File: src/hw/rtl/ffac_pkg.sv
`timescale 1ns / 1ps
package ffac_pkg;

  // Field widths fixed by the request and result formats.
  localparam int ADDR_W  = 7;
  localparam int XFER_W  = 32;
  localparam int CFG_W   = 4;
  localparam int COUNT_W = 32;

  // Reset value of the ways-in-use register.
  localparam logic [CFG_W-1:0] WAYS_RESET = 4'd8;

  typedef enum logic [1:0] {
    CMD_READ       = 2'd0,
    CMD_FETCH      = 2'd1,
    CMD_DATA_WRITE = 2'd2,
    CMD_PROG_WRITE = 2'd3
  } cmd_t;

  typedef enum logic [1:0] {
    KIND_EMPTY   = 2'd0,
    KIND_OPERAND = 2'd1,
    KIND_INSTR   = 2'd2
  } kind_t;

  // Commands from the controller to the datapath.
  typedef struct packed {
    logic load;    // request taken: latch it, start backing-store reads
    logic commit;  // execute the latched request, load the result register
  } ctl_cmd_t;

endpackage

File: src/hw/rtl/ffac_ctrl.sv
`timescale 1ns / 1ps
module ffac_ctrl
  import ffac_pkg::*;
(
  input  logic     clk,
  input  logic     rst,
  input  logic     in_valid,
  output logic     in_ready,
  output logic     out_valid,
  input  logic     out_ready,
  output ctl_cmd_t ctl
);

  typedef enum logic {
    ST_IDLE,
    ST_EXEC
  } state_t;

  state_t state;

  assign ctl.load   = in_valid && in_ready;
  assign ctl.commit = (state == ST_EXEC) && (!out_valid || out_ready);

  always_ff @(posedge clk) begin
    if (rst) begin
      state     <= ST_IDLE;
      in_ready  <= 1'b1;
      out_valid <= 1'b0;
    end else begin
      case (state)
        ST_IDLE: begin
          if (out_valid && out_ready) begin
            out_valid <= 1'b0;
          end
          if (ctl.load) begin
            state    <= ST_EXEC;
            in_ready <= 1'b0;
          end
        end
        ST_EXEC: begin
          // hold until the result register is free
          if (ctl.commit) begin
            out_valid <= 1'b1;
            in_ready  <= 1'b1;
            state     <= ST_IDLE;
          end
        end
        default: begin
          state <= ST_IDLE;
        end
      endcase
    end
  end

endmodule

File: config.mk
export PLATFORM = sky130hd
export DESIGN_NAME = ffac_ctrl
export DESIGN_NICKNAME = d
export VERILOG_FILES = /design/src/hw/rtl/ffac_pkg.sv /design/src/hw/rtl/ffac_ctrl.sv
export SDC_FILE = /design/constraint.sdc
export NUM_CORES = 1
export LEC_CHECK = 0
export BUFFER_PORTS_ARGS = -buffer_cell sky130_fd_sc_hd__buf_2
export CORE_AREA = 3 3 40 42
export DETAILED_ROUTE_END_ITERATION = 8
export DIE_AREA = 0 0 43 45
export GPL_ROUTABILITY_DRIVEN = 0
export SYNTH_ARGS = -nofsm -noshare
export SYNTH_HDL_FRONTEND = slang
export SYNTH_SLANG_ARGS = --single-unit
export TNS_END_PERCENT = 50
File: constraint.sdc
create_clock -name clk -period 0.8 [get_ports clk]
set_clock_uncertainty 0.05 [all_clocks]
set_input_delay 0.08 -clock clk [delete_from_list [all_inputs] [get_ports clk]]
set_output_delay 0.08 -clock clk [all_outputs]
set_load 0.005 [all_outputs]
==> flow_summary.ini, run 1 <==
[setup_path]
worstSetupStartpoint = out_valid
crit_path_start_kind = register
crit_chain = nand2b_4, and2_4, buf_6
worst_setup_path_end_kind = output pin
worst_ep_required_time_ps = 670
worst_r2r_startpoint = in_ready
crit_fanout = 3
cpPeakStageDelay_ps = 350
worstSetupPathType = reg2out
arrival_ps = 890
critPathSlowestCell = dfxtp_2

[routing]
ant_nets = 0
wire_per_inst_um = 8.49
wirelength_um = 382
vias_per_cell = 3.42
drc = 0
drtIter0Drc = 4
first_pass_iters = 4
vias = 154

[placed_design]
detailed_place_hpwl_um = 257
portBuffers = 7
place_area_um2 = 210
dp.cells = 38

[final_layout]
area_delta_synth_final_pct = 117
fin_nets = 35
fillers = 150
seq_area_um2 = 62.6
num_antenna_cells = 0
instances_no_fill = 45
multi_input_area_um2 = 91.3
stdcell_area_um2 = 307
drive_above_1_share = 0.733

[synth]
syn_nets = 18
synth.cell_area_um2 = 141
synth.area.mux_share = 0
ys.warnings.count = 0
avgSynthCellArea_um2 = 10.1
synth-main-ff-cell = dfxtp_1
yosysMostFrequentCell = dfxtp_1
synth_compound_area_frac = 0.133
ys_top_cells_by_area = dfxtp_1, nor4b_2, nand2b_4, nand2b_1, a21oi_1
synth.distinct_cells = 10
synth_xor_area_frac = 0
yosysTopAreaCell = dfxtp_1
synth_common_cells = dfxtp_1, a21oi_1, nand2b_1
synth_cells = 14
synth_seq_cells = 3
yosys.area_share.simple = 0.416
synth_edf_count = 0
synth_top_family_by_area = simple AND/OR/NAND/NOR gates
ys_seq_area_frac = 0.425
synth_top_cell_area_share = 0.425
yosys.area_share.adder = 0
async_flop_share = 0

[floorplan]
io_pins = 8
die_y_um = 45
die_x_um = 43
row_count = 13
start_util = 0.110
dieArea_um2 = 1940
core_um2 = 1280

[cts]
root_buffer = clkbuf_4
cts_buffer_depth = 2
numCtsBuffers = 3
cts.htree.levels = 1
cts_tree = built
clock_latency_ps = 230
clock-sinks = 3
clkTransAtPathRegs_ps = 40

[grt]
grt_use_total = 0.0483
grt_pass1_wl_um = 593
grt_antenna_before_repair = 0
grt_pass1_vias = 147
grt_max_degree = 5
grt_overflow = 0

[sta]
setup_viol = 5
hold_viol = 0
tns_ps = -741
fin_crit_sh = 1.28
worst_slack_ps = -221
finalCriticalPeriod_ps = 1020
final-max-slew-violation-count = 0
relSlewSlack = 0.852
fmax_mhz = 979
rsz0062_at_grt = yes
worst_slew_pin_slew_ps = 221

[worst_hold_path]
min_from = in_valid
holdCritPathClass = in2reg

[run_status]
violations = negative setup slack
status = finished, violations left

[flow_run]
cap_viol_max_count = 0

[power_and_ir_drop]
finalPower_w = 0.000551
powerDensity_nw_per_um2 = 1800
p_leak_nw = 0.131
ir_worst_vdd_mv = 0.946
-- kinds of logic (layout without fill, tap and decap cells) --
group	Yosys count	count (layout)
AOI/OAI and AO/OA	3	3
buffers and inverters	1	17
DFF	3	3
and+or+nand+nor	7	7
-- layout make-up --
cell class | instances | share of cell area
multi-input combinational | 10 | 0.298
tap | 15 | 0.0612
clock buffer | 4 | 0.0857
inverter | 1 | 0.0122
sequential | 3 | 0.204
timing repair buffer | 12 | 0.339
-- what timing repair did --
item | CTS | global route
buffers inserted | 2 | 0
hold endpoints to repair | 1 | 0
gates resized for setup | 10 | 1
setup endpoints to repair | 7 | 7
hold buffers | 1 | 0
pin swaps | 0 | 1
-- stage by stage --
stage          hold WS, ps   util  worst slack [ps]
2_1_floorplan         99.1      -              4.75
3_3_place_gp           241  0.164             -46.2
3_5_place_dp           239  0.164             -46.6
4_1_cts               62.5  0.234              -237
5_1_grt               88.1  0.239              -261
6_report              66.6  0.239              -221
-- registers in the layout, indices dropped and copies added (netlist names) --
register / count
in_ready: 1
out_valid: 1
state: 1
-- critical path, delay by kind of cell (launching register included) --
kind,cells,cell delay [ps]
buffers and inverters,1,100
AND/OR/NAND/NOR,2,200
flip-flops,1,350
-- routing by layer --
metal | wire length, um | up-vias | global-route usage
met5 | 0 | - | 0
met4 | 0 | 0 | 0
met3 | 61 | 0 | 0.0757
met2 | 165 | 9 | 0.0569
met1 | 155 | 66 | 0.0482
li1 | - | 79 | -
-- where the power goes --
group	switching [W]	total, W	internal, W	leakage (nW)
clock	0.0000791	0.000266	0.000187	0.0150
combinational	0.0000351	0.000112	0.0000764	0.0909
sequential	0.0000107	0.000174	0.000163	0.0250
total	0.000125	0.000551	0.000426	0.131
-- final timing paths --
kind | cells past startpoint | end | slack, ps
max reg2reg | 3 | in_ready | -160
min | 3 | in_ready | 70
min reg2reg | 2 | out_valid | 430
max | 3 | ctl[0] | -220
-- placed cells by master, fill, tap and decap left out, drive strengths merged --
cell type	instances
buf	11
clkbuf	4
nand2b	3
dfxtp	3
and2	2
a21oi	2
nor2	1
nor4b	1
inv	1
o2bb2ai	1
dlygate4sd3	1
No activity file was read; power rests on OpenSTA's default activity.
==> run 2, diff against run 1 <==
Settings changed: PLACE_DENSITY from default to 0.3.
==> run 2 against run 1 <==
Against the previous run: the run still ends with negative setup slack left; sequential share of layout area grew 0.48 points; largest power group unchanged; setup slack gained 4.6 ps; global-route usage grew 1.2 points; via count grew 3.2%; combinational power shrank 4%; clock power is essentially flat; critical path depth is the same; non-clock buffer count grew 1; final cell count grew 2.2%.
==> flow_summary.ini, run 2 (synthesis gave the netlist of run 1 again) <==
[final_layout]
drive_above_1_share = 0.710
reg_top3 = in_ready (1), out_valid (1), state (1)
layout_commonest_cell = buf_6
layout_common_cells = buf_6, buf_2, clkbuf_4, buf_4, nand2b_1
multi_input_area_um2 = 88.8
seq_area_um2 = 65.1
area_delta_synth_final_pct = 120
fillers = 141
fin_nets = 36
instances_no_fill = 46
num_antenna_cells = 0

[power_and_ir_drop]
internal_power_w = 0.000418
p_leak_nw = 0.134
power.net_switching_w = 0.000127
finalPower_w = 0.000545
combPwrFrac = 0.196
swShare = 0.233
ir_worst_vdd_mv = 0.439
seqPwrFrac = 0.313
powerDensity_nw_per_um2 = 1750
p_clk_frac = 0.490

[sta]
setup_viol = 7
relSlewSlack = 0.857
worst_slew_pin_slew_ps = 215
tns_ps = -1030
fin_crit_sh = 1.27
fmax_mhz = 983
hold_viol = 0
final-max-slew-violation-count = 0
rsz0062_at_grt = yes
worst_slack_ps = -217
finalCriticalPeriod_ps = 1020

[cts]
clock-sinks = 3
cts.htree.levels = 1
clkTransAtPathRegs_ps = 40
clock_latency_ps = 230
cts_buffer_depth = 2
cts_tree = built
numCtsBuffers = 3
root_buffer = clkbuf_4

[setup_path]
crit_path_start_kind = register
crit_fanout = 3
arrival_ps = 890
worst-r2r-setup-slack_ps = -170
worstSetupPathType = reg2out
rr_worst_depth = 5
worst_setup_path_end_kind = output pin
worst_ep_required_time_ps = 670

[grt]
grt_pass1_vias = 187
grt_max_degree = 5
grt_pass1_wl_um = 752
grt_overflow = 0
grt_use_total = 0.0607
grt_antenna_before_repair = 0

[floorplan]
row_count = 13
dieArea_um2 = 1940
io_pins = 8
core_um2 = 1280
die_y_um = 45
die_x_um = 43
start_util = 0.110

[routing]
ant_nets = 0
wirelength_um = 431
drc = 0
first_pass_iters = 1
wire_per_inst_um = 9.37
vias_per_cell = 3.46
drtIter0Drc = 0
vias = 159

[worst_hold_path]
hold_depth = 3
holdCritPathClass = in2reg

[flow_run]
cap_viol_max_count = 0

[run_status]
status = finished, violations left
violations = negative setup slack

[placed_design]
portBuffers = 7
dp.cells = 38
detailed_place_hpwl_um = 259
## run 2: cell count changes in the layout (fill, tap and decap cells not counted), sizes merged
cell and delta:
buf +1
## run 2: power groups by stage
stage                     registers [W]   logic, W  clock network [W]
final                          0.000171   0.000107           0.000267
after global routing           0.000172   0.000116           0.000284
after CTS                      0.000172   0.000105           0.000283
after detailed placement       0.000174  0.0000610                  0
after global placement         0.000174  0.0000612                  0
after floorplan                0.000174  0.0000269                  0
## run 2: metal layers
layer | GRT usage | share of wire | up-vias | routed length [um]
met5 | 0 | 0 | - | 0
met4 | 0.0904 | 0.014 | 0 | 6
met3 | 0.0279 | 0.081 | 2 | 35
met2 | 0.0778 | 0.44 | 8 | 188
met1 | 0.0600 | 0.46 | 68 | 200
li1 | - | - | 81 | -
## run 2: final cells by class
type                            count  share of cell area
Clock buffer                        4              0.0843
Multi-Input combinational cell     10               0.285
Inverter                            1              0.0120
Sequential cell                     3               0.209
Tap cell                           15              0.0602
Timing Repair Buffer               13               0.349
## run 2: path summary, 6_finish.rpt
check	start	to
worst max-delay path	out_valid	ctl[0]
worst min-delay path	in_valid	in_ready
worst max register to register	out_valid	out_valid
worst min register to register	state	out_valid
## run 2: worst max-delay path, cell delays in order, from the launching register on
cell      delay (ps)
dfxtp_4          360
nand2b_4          50
and2_1           120
buf_2            120
## run 2: through the flow
step | setup WS [ps] | util | hold WS, ps | area [um2]
floorplan | 4.75 | - | 99.1 | 141
global placement | -29.6 | 0.164 | 258 | 210
finish | -217 | 0.242 | 58.9 | 312
detailed placement | -24.8 | 0.164 | 246 | 210
CTS | -225 | 0.235 | 52.1 | 302
global route | -238 | 0.242 | 83.2 | 312
## run 2: timing repair
item	in CTS	in global routing
endpoints found under the hold margin	1	0
hold buffers	1	0
endpoints found under the setup margin	6	7
gates resized for setup	10	1
pin swaps	3	0
buffers inserted	2	1
